==> src/rtl/joint_dynamic_stiffness_core_defines.svh <==
// ---------------------------------------------------------------------------
// Joint dynamic stiffness assertion macros
// Concurrent checks clocked on clk and held off while arst_n is low.
// ---------------------------------------------------------------------------
`ifndef JOINT_DYNAMIC_STIFFNESS_CORE_DEFINES_SVH
`define JOINT_DYNAMIC_STIFFNESS_CORE_DEFINES_SVH

`ifndef NO_ASSERTIONS

// Same-cycle implication.
`define JDS_ASSERT_IMPLY(lbl, ante, cons, msg) \
	lbl: assert property (@(posedge clk) disable iff (!arst_n) (ante) |-> (cons)) \
		else $error(msg);

// Next-cycle implication.
`define JDS_ASSERT_NEXT(lbl, ante, cons, msg) \
	lbl: assert property (@(posedge clk) disable iff (!arst_n) (ante) |=> (cons)) \
		else $error(msg);

`else

`define JDS_ASSERT_IMPLY(lbl, ante, cons, msg)
`define JDS_ASSERT_NEXT(lbl, ante, cons, msg)

`endif

`endif

==> src/rtl/jds_pkg.sv <==
// ---------------------------------------------------------------------------
// Joint dynamic stiffness package
// Field widths, fixed constants and the per-item flag bundle.
// ---------------------------------------------------------------------------
`default_nettype none

package jds_pkg;

	localparam int STIFF_W = 7;
	localparam int ANGLE_W = 16;
	localparam int ERR_W   = 16;
	localparam int NUM_W   = 43;   // 2 * err * degrees-per-radian
	localparam int QW      = 17;   // quotient bits of r in Q16, below 2.0
	localparam int SQ_W    = 34;
	localparam int PROD_W  = 40;

	localparam logic [25:0]        DEG_PER_RAD_Q20 = 26'd60078979;
	localparam logic [STIFF_W-1:0] WINDOW_BASE     = 7'd101;
	localparam logic [STIFF_W-1:0] STIFF_FULL      = 7'd100;
	localparam logic [STIFF_W-1:0] STIFF_FLOOR     = 7'd10;
	localparam logic [STIFF_W-1:0] STIFF_LIMP      = 7'd0;
	localparam logic [5:0]         CURVE_GAIN      = 6'd45;

	typedef struct packed {
		logic zero;   // limp request
		logic sat;    // window empty, drive full
		logic ovf;    // r at or beyond 2.0
		logic lo;     // r below 1.0
	} flags_t;

endpackage

`default_nettype wire

==> src/rtl/joint_dynamic_stiffness_core.sv <==
// ---------------------------------------------------------------------------
// Joint dynamic stiffness core
// Maps requested stiffness and angle error of one joint to the drive stiffness.
// ---------------------------------------------------------------------------
// One joint is taken per transfer and one stiffness result comes out per
// joint, in order. The block accepts a new joint in every cycle unless
// stalled, and has three front stages (error, scaling multiply, range
// check), a 17-stage restoring divider that produces one quotient bit per
// stage against the window, and four back stages (curve select, square,
// gain, final result register). The whole pipeline holds while a finished
// result waits on out_ready; nothing is dropped or repeated across a stall.
// A requested stiffness of 0 drives 0, stiffness of 101 or more drives 100,
// otherwise the result is 0.1 + 0.45r^2 or 1 - 0.45(r-2)^2 scaled to whole
// percent, with r = 2|error| / (101 - stiffness) degrees.
`default_nettype none
`include "joint_dynamic_stiffness_core_defines.svh"

module joint_dynamic_stiffness_core
	import jds_pkg::*;
#(
	parameter int ANGLE_FRAC_BITS = 12
) (
	input  wire logic                      clk,
	input  wire logic                      arst_n,
	input  wire logic                      in_valid,
	output logic                           in_ready,
	input  wire logic [STIFF_W-1:0]        requested_stiffness,
	input  wire logic signed [ANGLE_W-1:0] requested_angle,
	input  wire logic signed [ANGLE_W-1:0] measured_angle,
	output logic                           out_valid,
	input  wire logic                      out_ready,
	output logic [STIFF_W-1:0]             applied_stiffness
);

	// Quotient is taken straight in Q16: divide by window << SH.
	localparam int SH = ANGLE_FRAC_BITS + 4;

	// Advance every stage together; hold everything while the result stalls.
	logic adv;
	assign adv      = !out_valid || out_ready;
	assign in_ready = adv;

	// ---------------- Stage 1: window and absolute error ----------------
	logic signed [ANGLE_W:0] diff_c;
	logic [ANGLE_W:0]        diff_mag_c;
	assign diff_c     = {requested_angle[ANGLE_W-1], requested_angle}
	                  - {measured_angle[ANGLE_W-1], measured_angle};
	assign diff_mag_c = diff_c[ANGLE_W] ? (~diff_c + 1'b1) : diff_c;

	logic               v_s1;
	flags_t             f_s1;
	logic [STIFF_W-1:0] w_s1;
	logic [ERR_W-1:0]   err_s1;

	always_ff @(posedge clk or negedge arst_n) begin
		if (!arst_n) begin
			v_s1 <= 1'b0;
		end else if (adv) begin
			v_s1 <= in_valid;
		end
	end

	always_ff @(posedge clk) begin
		if (adv) begin
			f_s1.zero <= (requested_stiffness == STIFF_LIMP);
			f_s1.sat  <= (requested_stiffness >= WINDOW_BASE);
			f_s1.ovf  <= 1'b0;
			f_s1.lo   <= 1'b0;
			w_s1      <= WINDOW_BASE - requested_stiffness;
			err_s1    <= diff_mag_c[ERR_W-1:0];
		end
	end

	// ---------------- Stage 2: scale error to degrees, doubled ----------------
	logic [NUM_W-1:0] num_c;
	assign num_c = (NUM_W'(err_s1) * NUM_W'(DEG_PER_RAD_Q20)) << 1;

	logic               v_s2;
	flags_t             f_s2;
	logic [STIFF_W-1:0] w_s2;
	logic [NUM_W-1:0]   num_s2;

	always_ff @(posedge clk or negedge arst_n) begin
		if (!arst_n) begin
			v_s2 <= 1'b0;
		end else if (adv) begin
			v_s2 <= v_s1;
		end
	end

	always_ff @(posedge clk) begin
		if (adv) begin
			f_s2   <= f_s1;
			w_s2   <= w_s1;
			num_s2 <= num_c;
		end
	end

	// ---------------- Stage 3: flag r >= 2.0 before dividing ----------------
	logic [NUM_W-1:0] top_dvs_c;
	assign top_dvs_c = NUM_W'(w_s2) << (SH + QW);

	logic               v_s3;
	flags_t             f_s3;
	logic [STIFF_W-1:0] w_s3;
	logic [NUM_W-1:0]   rem_s3;

	always_ff @(posedge clk or negedge arst_n) begin
		if (!arst_n) begin
			v_s3 <= 1'b0;
		end else if (adv) begin
			v_s3 <= v_s2;
		end
	end

	always_ff @(posedge clk) begin
		if (adv) begin
			f_s3.zero <= f_s2.zero;
			f_s3.sat  <= f_s2.sat;
			f_s3.ovf  <= (num_s2 >= top_dvs_c);
			f_s3.lo   <= f_s2.lo;
			w_s3      <= w_s2;
			rem_s3    <= num_s2;
		end
	end

	// ---------------- Stage 4: restoring divider, one bit per sub-stage ----------------
	logic               dv_v_s4   [QW];
	flags_t             dv_f_s4   [QW];
	logic [STIFF_W-1:0] dv_w_s4   [QW];
	logic [NUM_W-1:0]   dv_rem_s4 [QW];
	logic [QW-1:0]      dv_q_s4   [QW];

	for (genvar j = 0; j < QW; j++) begin : g_div
		localparam int K = QW - 1 - j;   // quotient bit settled here

		logic               v_in;
		flags_t             f_in;
		logic [STIFF_W-1:0] w_in;
		logic [NUM_W-1:0]   rem_in;
		logic [QW-1:0]      q_in;
		logic [NUM_W-1:0]   dvs;
		logic               take;

		if (j == 0) begin : g_first
			assign v_in   = v_s3;
			assign f_in   = f_s3;
			assign w_in   = w_s3;
			assign rem_in = rem_s3;
			assign q_in   = '0;
		end else begin : g_next
			assign v_in   = dv_v_s4[j-1];
			assign f_in   = dv_f_s4[j-1];
			assign w_in   = dv_w_s4[j-1];
			assign rem_in = dv_rem_s4[j-1];
			assign q_in   = dv_q_s4[j-1];
		end

		assign dvs  = NUM_W'(w_in) << (SH + K);
		assign take = (rem_in >= dvs);

		always_ff @(posedge clk or negedge arst_n) begin
			if (!arst_n) begin
				dv_v_s4[j] <= 1'b0;
			end else if (adv) begin
				dv_v_s4[j] <= v_in;
			end
		end

		always_ff @(posedge clk) begin
			if (adv) begin
				dv_f_s4[j]   <= f_in;
				dv_w_s4[j]   <= w_in;
				dv_rem_s4[j] <= take ? (rem_in - dvs) : rem_in;
				dv_q_s4[j]   <= q_in | (QW'(take) << K);
			end
		end
	end

	// ---------------- Stage 5: pick curve branch ----------------
	logic [QW-1:0] r16_c;
	logic          lo_c;
	assign r16_c = dv_q_s4[QW-1];
	assign lo_c  = !r16_c[QW-1];

	logic          v_s5;
	flags_t        f_s5;
	logic [QW-1:0] x_s5;

	always_ff @(posedge clk or negedge arst_n) begin
		if (!arst_n) begin
			v_s5 <= 1'b0;
		end else if (adv) begin
			v_s5 <= dv_v_s4[QW-1];
		end
	end

	always_ff @(posedge clk) begin
		if (adv) begin
			f_s5.zero <= dv_f_s4[QW-1].zero;
			f_s5.sat  <= dv_f_s4[QW-1].sat;
			f_s5.ovf  <= dv_f_s4[QW-1].ovf;
			f_s5.lo   <= lo_c;
			// Distance below 2.0 on the upper branch.
			x_s5      <= lo_c ? r16_c : (QW'(0) - r16_c);
		end
	end

	// ---------------- Stage 6: square ----------------
	logic            v_s6;
	flags_t          f_s6;
	logic [SQ_W-1:0] sq_s6;

	always_ff @(posedge clk or negedge arst_n) begin
		if (!arst_n) begin
			v_s6 <= 1'b0;
		end else if (adv) begin
			v_s6 <= v_s5;
		end
	end

	always_ff @(posedge clk) begin
		if (adv) begin
			f_s6  <= f_s5;
			sq_s6 <= SQ_W'(x_s5) * SQ_W'(x_s5);
		end
	end

	// ---------------- Stage 7: apply 0.45 gain ----------------
	logic              v_s7;
	flags_t            f_s7;
	logic [PROD_W-1:0] p_s7;

	always_ff @(posedge clk or negedge arst_n) begin
		if (!arst_n) begin
			v_s7 <= 1'b0;
		end else if (adv) begin
			v_s7 <= v_s6;
		end
	end

	always_ff @(posedge clk) begin
		if (adv) begin
			f_s7 <= f_s6;
			p_s7 <= PROD_W'(sq_s6) * PROD_W'(CURVE_GAIN);
		end
	end

	// ---------------- Stage 8: whole percent, output register ----------------
	logic [STIFF_W-1:0] t_floor_c;
	logic [STIFF_W-1:0] t_ceil_c;
	logic [STIFF_W-1:0] res_c;

	assign t_floor_c = STIFF_W'(p_s7[PROD_W-1:32]);
	assign t_ceil_c  = t_floor_c + STIFF_W'(|p_s7[31:0]);

	always_comb begin
		if (f_s7.zero) begin
			res_c = STIFF_LIMP;
		end else if (f_s7.sat || f_s7.ovf) begin
			res_c = STIFF_FULL;
		end else if (f_s7.lo) begin
			res_c = STIFF_FLOOR + t_floor_c;
		end else begin
			res_c = STIFF_FULL - t_ceil_c;
		end
	end

	logic               v_s8;
	logic [STIFF_W-1:0] res_s8;

	always_ff @(posedge clk or negedge arst_n) begin
		if (!arst_n) begin
			v_s8 <= 1'b0;
		end else if (adv) begin
			v_s8 <= v_s7;
		end
	end

	always_ff @(posedge clk) begin
		if (adv) begin
			res_s8 <= res_c;
		end
	end

	assign out_valid         = v_s8;
	assign applied_stiffness = res_s8;

	// ---------------- Assertions ----------------
	// Divider leaves a remainder below the Q16 divisor on live items.
	`JDS_ASSERT_IMPLY(a_div_rem_bound, dv_v_s4[QW-1] && !dv_f_s4[QW-1].sat && !dv_f_s4[QW-1].ovf, dv_rem_s4[QW-1] < (NUM_W'(dv_w_s4[QW-1]) << SH), "divider remainder not below divisor")
	// Curve distance never exceeds 1.0 in Q16.
	`JDS_ASSERT_IMPLY(a_curve_x_range, v_s5 && !f_s5.zero && !f_s5.sat && !f_s5.ovf, x_s5 <= (QW'(1) << (QW - 1)), "curve operand out of range")
	// A held pipeline keeps its first stage occupied.
	`JDS_ASSERT_NEXT(a_stall_holds, v_s1 && !adv, v_s1, "stage 1 item lost during stall")

endmodule

`default_nettype wire
==> config.mk <==
export PLATFORM = sky130hd
export DESIGN_NAME = joint_dynamic_stiffness_core
export DESIGN_NICKNAME = d
export VERILOG_FILES = /design/src/rtl/jds_pkg.sv /design/src/rtl/joint_dynamic_stiffness_core.sv
export VERILOG_INCLUDE_DIRS = /design/src /design/src/rtl
export SDC_FILE = /design/constraint.sdc
export NUM_CORES = 2
export LEC_CHECK = 0
export BUFFER_PORTS_ARGS = -buffer_cell sky130_fd_sc_hd__buf_2
export CORE_UTILIZATION = 25
export DETAILED_ROUTE_END_ITERATION = 12
export GPL_ROUTABILITY_DRIVEN = 0
export HOLD_SLACK_MARGIN = 0.06
export PLACE_DENSITY_LB_ADDON = 0.2
export SYNTH_ARGS = -nofsm -noshare
export SYNTH_HDL_FRONTEND = slang
export SYNTH_SLANG_ARGS = --single-unit
==> constraint.sdc <==
create_clock -name clk -period 24.6 [get_ports clk]
set_clock_uncertainty 0.1 [all_clocks]
set_input_delay 1.23 -clock clk [delete_from_list [all_inputs] [get_ports clk]]
set_output_delay 1.23 -clock clk [all_outputs]
set_load 0.05 [all_outputs]
## Word-level counts from Yosys, hierarchy flattened

Memory sizes are Yosys's and may differ from the RTL's. A register that Yosys moved wholly into a read port is not among the register bits.
Cells that the tools add are included.

| word-level totals | value |
|---|---|
| input port bits | 43 |
| RAM bits | 1207 |
| logic and storage cells | 149 |
| bits in registers | 258 |
| output and inout port bits | 9 |
| memories | 4 |

Memories:

| name | words | bits a word | rd ports | clocked after memory_dff | wr ports | line | source |
|---|---|---|---|---|---|---|---|
| dv_rem_s4 | 17 | 43 | 16 | 0 | 17 | joint_dynamic_stiffness_core.sv:131 | `logic [NUM_W-1:0] dv_rem_s4 [QW];` |
| dv_q_s4 | 17 | 17 | 17 | 0 | 17 | joint_dynamic_stiffness_core.sv:132 | `logic [QW-1:0] dv_q_s4 [QW];` |
| dv_w_s4 | 17 | 7 | 16 | 0 | 17 | joint_dynamic_stiffness_core.sv:130 | `logic [STIFF_W-1:0] dv_w_s4 [QW];` |
| dv_f_s4 | 17 | 4 | 17 | 1 | 17 | joint_dynamic_stiffness_core.sv:129 | `flags_t dv_f_s4 [QW];` |

| cells by class | value |
|---|---|
| bitwise logic cells | 17 |
| magnitude comparators | 19 |
| $add $sub $neg | 24 |
| muxes and demuxes | 23 |
| $mul | 3 |
| reduce and logical (&&, ||, !) cells | 7 |

Operators with widths:

| operator | number |
|---|---|
| $mux W43 | 17 |
| $ge A43 B23 Y1 | 1 |
| $ge A43 B24 Y1 | 1 |
| $ge A43 B25 Y1 | 1 |
| $ge A43 B26 Y1 | 1 |
| $ge A43 B27 Y1 | 1 |
| $ge A43 B28 Y1 | 1 |
| $ge A43 B29 Y1 | 1 |
| $ge A43 B30 Y1 | 1 |
| $ge A43 B31 Y1 | 1 |
| $ge A43 B32 Y1 | 1 |
| $ge A43 B33 Y1 | 1 |
| $ge A43 B34 Y1 | 1 |
| $ge A43 B35 Y1 | 1 |
| $ge A43 B36 Y1 | 1 |
| $ge A43 B37 Y1 | 1 |
| $ge A43 B38 Y1 | 1 |
| $ge A43 B39 Y1 | 1 |
| $ge A43 B40 Y1 | 1 |
| $sub A43 B23 Y43 | 1 |
| $sub A43 B24 Y43 | 1 |
| $sub A43 B25 Y43 | 1 |
| $sub A43 B26 Y43 | 1 |
| $sub A43 B27 Y43 | 1 |
| 47 further kinds | 53 |

## Longest topological paths before layout

| depth | value |
|---|---|
| word-level depth | 5 |
| gate-level depth with buffers | 26 |
| depth with buffers taken out | 24 |

## Worst setup path after synthesis

Ideal clock, no wire load.

| path | value |
|---|---|
| path type | input-to-reg |
| from | in out_ready |
| to | reg res_s8[0], in the netlist applied_stiffness[0] (enable) |
| path buffers | 2 |
| stages on the path | 4 |
| slack | -2466 ps |
| data arrival time | 25398 ps |
| path through | nor2b_1 > clkbuf_1 > buf_1 > inv_1 |

| on the way | value |
|---|---|
| word-level cells in the longest chain between the ends | 1 |

Ends and longest elaborated chain:

| what | line | source |
|---|---|---|
| from (decl) | joint_dynamic_stiffness_core.sv:31 | `input wire logic out_ready,` |
| $logic_or A1 B1 Y1 | joint_dynamic_stiffness_core.sv:40 | `assign adv = !out_valid \|\| out_ready;` |
| named net in_ready | joint_dynamic_stiffness_core.sv:26 | `output logic in_ready,` |
| to (signal assigned) | joint_dynamic_stiffness_core.sv:282 | `res_s8 <= res_c;` |
| to (decl) | joint_dynamic_stiffness_core.sv:270 | `logic [STIFF_W-1:0] res_s8;` |

The timed path passes the listed nets, and every way through them passes these cells.
A chain may end at the register's enable or synchronous reset.

## Worst setup path after layout

| path | value |
|---|---|
| from | reg x_s5[2] |
| to | reg sq_s6[32] (data pin) |

| on the way | value |
|---|---|
| word-level cells in the longest chain between the ends | 1 |

Ends and longest elaborated chain:

| what | line | source |
|---|---|---|
| from (decl) | joint_dynamic_stiffness_core.sv:188 | `logic [QW-1:0] x_s5;` |
| from (signal assigned) | joint_dynamic_stiffness_core.sv:205 | `x_s5 <= lo_c ? r16_c : (QW'(0) - r16_c);` |
| $mul A17 B17 Y34 | joint_dynamic_stiffness_core.sv:225 | `sq_s6 <= SQ_W'(x_s5) * SQ_W'(x_s5);` |
| to (signal assigned) | joint_dynamic_stiffness_core.sv:225 |  |
| to (decl) | joint_dynamic_stiffness_core.sv:212 | `logic [SQ_W-1:0] sq_s6;` |

No other way between the ends.

==> results.txt <==
Among the stages of the critical path, the cell type that occurs most often is fa_1. The worst setup path is captured at a register. The logs give 0.251 for the effective utilization at floorplan and 4 for the number of antenna violations at the first check in global routing. Final worst-path cycle share: 0.287. The count of H-tree levels built during CTS was 4. Setup repair after global routing left no endpoint under its margin. By count the netlist is led by edfxtp_1 (1223), inv_1 (882), ha_1 (510). In this run, the number of DRC markers left after iteration 0 of detailed routing was 1758.

In this run the critical register-to-register path is captured at sq_s6[32]. The proportion of register bits with asynchronous set or reset after synthesis came out at 0.0192. The routed length per placed instance is 15.3 um.

Setup violations remaining at the end of the flow were counted as 0. For the clock sink total, the log shows 1247. In this run the post-CTS setup repair buffer count came out at 0.

The via count came out at 38.3k. The worst path in the final design needs a cycle of 7.06 ns, including I/O delays and setup. The detailed-routing iteration count for the pre-antenna-repair pass is 5, and the max-slew violation count is 0. Counting every net in the synthesized netlist gives 6324. The worst hold path belongs to the class reg2reg. The critical-path maximum fanout was 19; the via density per instance was 4.10. After clock tree synthesis, the clock-pin slew on the worst setup and hold paths is 0.06 ns. Compared with the post-synthesis result, the final layout area differs by 13.8%. The start point of the worst min-delay path is dv_q_s4[15][2].

STA classifies the critical path startpoint as a register. In the final layout, the multi-input gates occupy 28500 um^2. Counting instances, the worst hold path has a depth of 0. The via count of the first global-routing pass was 41.1k.

The floorplan step set the die height to 529 um. The CTS buffer count is 149, and the HPWL after detailed placement is 111000 um. Most used flip-flop cell after synthesis: edfxtp_1. For this design, the CTS-stage hold fixing added 0 buffers. The startpoint identified for the worst register-to-register timing path is x_s5[2].

In the final layout, flip-flops and latches occupy 37300 um^2. The cell count of the worst reg-to-reg path was 22. The per-instance average area after synthesis was 12.9 um^2. The net count of the finished layout is 6476.

Traced cell by cell, the critical path runs through nand2_1, inv_1, fa_1, inv_1, fa_1, fa_1, inv_1, fa_1, fa_1, inv_1, fa_1, inv_1, ha_1, a21o_1, a21oi_1, nand2_1, o211ai_1, o211ai_1, a311oi_1, o21bai_1, nor4bb_1, a211o_1. The area share of the largest cell type after synthesis was 0.529; the number of filler instances in the final layout was 28.3k. The flow ran to the end, and the final reports show no timing, DRC or antenna violations.

Yosys attributes the largest share of cell area to edfxtp_1 (53%), fa_1 (12%), ha_1 (9.2%). Transition at the pin with the smallest max-transition slack: 1.06 ns. Summing every instance area after synthesis gives 69400 um^2. The logs give 0.296 ns for the worst hold slack after final layout and 5367 for the synthesized netlist cell count. At the worst endpoint, the arrival time is 7.62 ns. The fraction of layout instances using a drive strength above 1 is 0.0614. The tree is rooted in a clkbuf_16. For hold timing, the worst endpoint is dv_q_s4[16][2].

Number of endpoints with negative hold slack in the final report: 0. On the critical path the largest part of the delay comes from adder cells. The run gives 0 as the count of synthesis-stage warnings from yosys.

Cell type of the slowest stage on the worst timing path: edfxtp_1. The worst setup slack for register-to-register paths was 17.54 ns. Adding up every negative setup slack in the final design gives 0 ns. The run gives 280000 um^2 as the total die area. The critical path is of the reg2reg type. The run gives 143000 um as the final wirelength. In this run the remaining antenna-violating nets after routing total 0. The pin count of the biggest net entering global routing is 192. The core region is 276000 um^2. The clock passes through at most 3 buffers. Sequential-to-total area share from yosys stat: 0.538. Across the run, the number of max-cap violations was 0. After global routing the overflow that remains totals 0. After synthesis the netlist holds a flip-flop and latch count of 1247.

STA puts the critical path data required time at 25.16 ns. The wire length of the first global-routing pass was 228000 um. The largest total area in the synthesized netlist belongs to edfxtp_1. The run gives 0.103 as the global-route total usage across every layer.

In the routed design, unresolved DRC markers number 0. In this design, the stage delay of the slowest critical-path cell is 0.69 ns. Library cell with the highest instance count after synthesis: edfxtp_1.

The run gives 52 as the number of I/O pins. The timing-limited maximum frequency was 142 MHz; the floorplan die width was 529 um. Number of enable-type register cells in the synthesized netlist: 1223.

After clock tree synthesis, the repair step resized 0 gates. For the insertion delay of the later-clocked pin in the worst-skew pair, the log shows 0.79 ns. The tools report the distinct cell type count after synthesis as 75.

Port buffering added 51 buffers. TritonCTS built the clock tree. The combined buffer and inverter count along the critical path is 5. The logs give 193 for the number of placement rows and 0.290 for the tightest slew margin relative to the limit.
-- area by class of cell --
| cell class | instances | area share |
|---|---|---|
| Sequential cell | 1247 | 0.472 |
| Multi-Input combinational cell | 3169 | 0.361 |
| Tap cell | 3705 | 0.0587 |
| Clock buffer | 176 | 0.0487 |
| Inverter | 884 | 0.0420 |
| Clock inverter | 89 | 0.0112 |
| Timing Repair Buffer | 68 | 0.00564 |
| Antenna cell | 2 | 0.0000633 |
-- placed cells by master (no fill, tap or decap), types with 16 or more instances in the layout --
cell type	instances
or3_1	42
o21ai_0	148
fa_1	404
a21o_1	101
nor2_1	260
nor3_1	90
edfxtp_1	1223
dfrtp_1	24
ha_1	510
clkinv_1	33
nand2b_1	45
inv_1	881
mux2_2	33
or4_1	39
o31ai_1	35
clkbuf_16	150
and3_1	22
clkbuf_1	26
buf_2	51
nand2_1	266
xor2_1	173
a21oi_1	171
nand4b_1	16
nand3_1	44
nand4_1	45
nor2b_1	57
a21boi_0	32
o21bai_1	16
a211oi_1	16
and2_1	69
clkinv_2	18
xnor2_1	201
nor4_1	142
mux2i_1	18
o21a_1	22
-- layer usage --
layer  up-vias  global-route usage  routed length, um
li1      19065                   -                  -
met1     18683               0.120              60800
met2       397               0.191              74300
met3       192              0.0179               4300
met4         0              0.0312               3530
met5         -                   0                  0
-- worst max-delay path by stage --
stage / startpoint / endpoint / slack (ns) / depth (start not counted)
after floorplan: out_ready / applied_stiffness[0] / 3.29 / 4
after detailed placement: x_s5[11] / sq_s6[32] / 17.48 / 22
final: x_s5[2] / sq_s6[32] / 17.54 / 22
after CTS: x_s5[2] / sq_s6[32] / 17.48 / 22
after global routing: x_s5[2] / sq_s6[32] / 17.10 / 22
after global placement: x_s5[2] / sq_s6[32] / 17.48 / 22
-- flip-flops by register name, indices dropped and copies added, names as in the netlist, 16 cells and up --
signal        cells
dv_f_s4          51
dv_q_s4         153
dv_rem_s4       672
dv_w_s4         112
err_s1           16
g_div.rem_in     42
g_div.v_in       17
num_s2           42
p_s7             38
sq_s6            33
x_s5             17
-- metrics by stage --
step	util	cells	setup WS, ns	instance area [um^2]
2_1_floorplan	-	5367	3.29	69400
3_3_place_gp	0.269	9073	17.48	74300
3_5_place_dp	0.269	9073	17.48	74300
4_1_cts	0.286	9338	17.48	79000
5_1_grt	0.286	9339	17.10	79000
6_report	0.286	9340	17.54	79000
-- cell families after synthesis --
| family | synth area share |
|---|---|
| AOI/OAI and AO/OA | 0.0563 |
| xor gates and xnor gates | 0.0472 |
| adders and majority gates | 0.208 |
| buffers and inverters | 0.0516 |
| DFF | 0.538 |
| muxes | 0.00795 |
| other | 0.0000540 |
| and+or+nand+nor | 0.0907 |
Power is left out: the tool's default activity adds up to more than one toggle a clock period on the data nets, which glitch-free logic cannot reach.
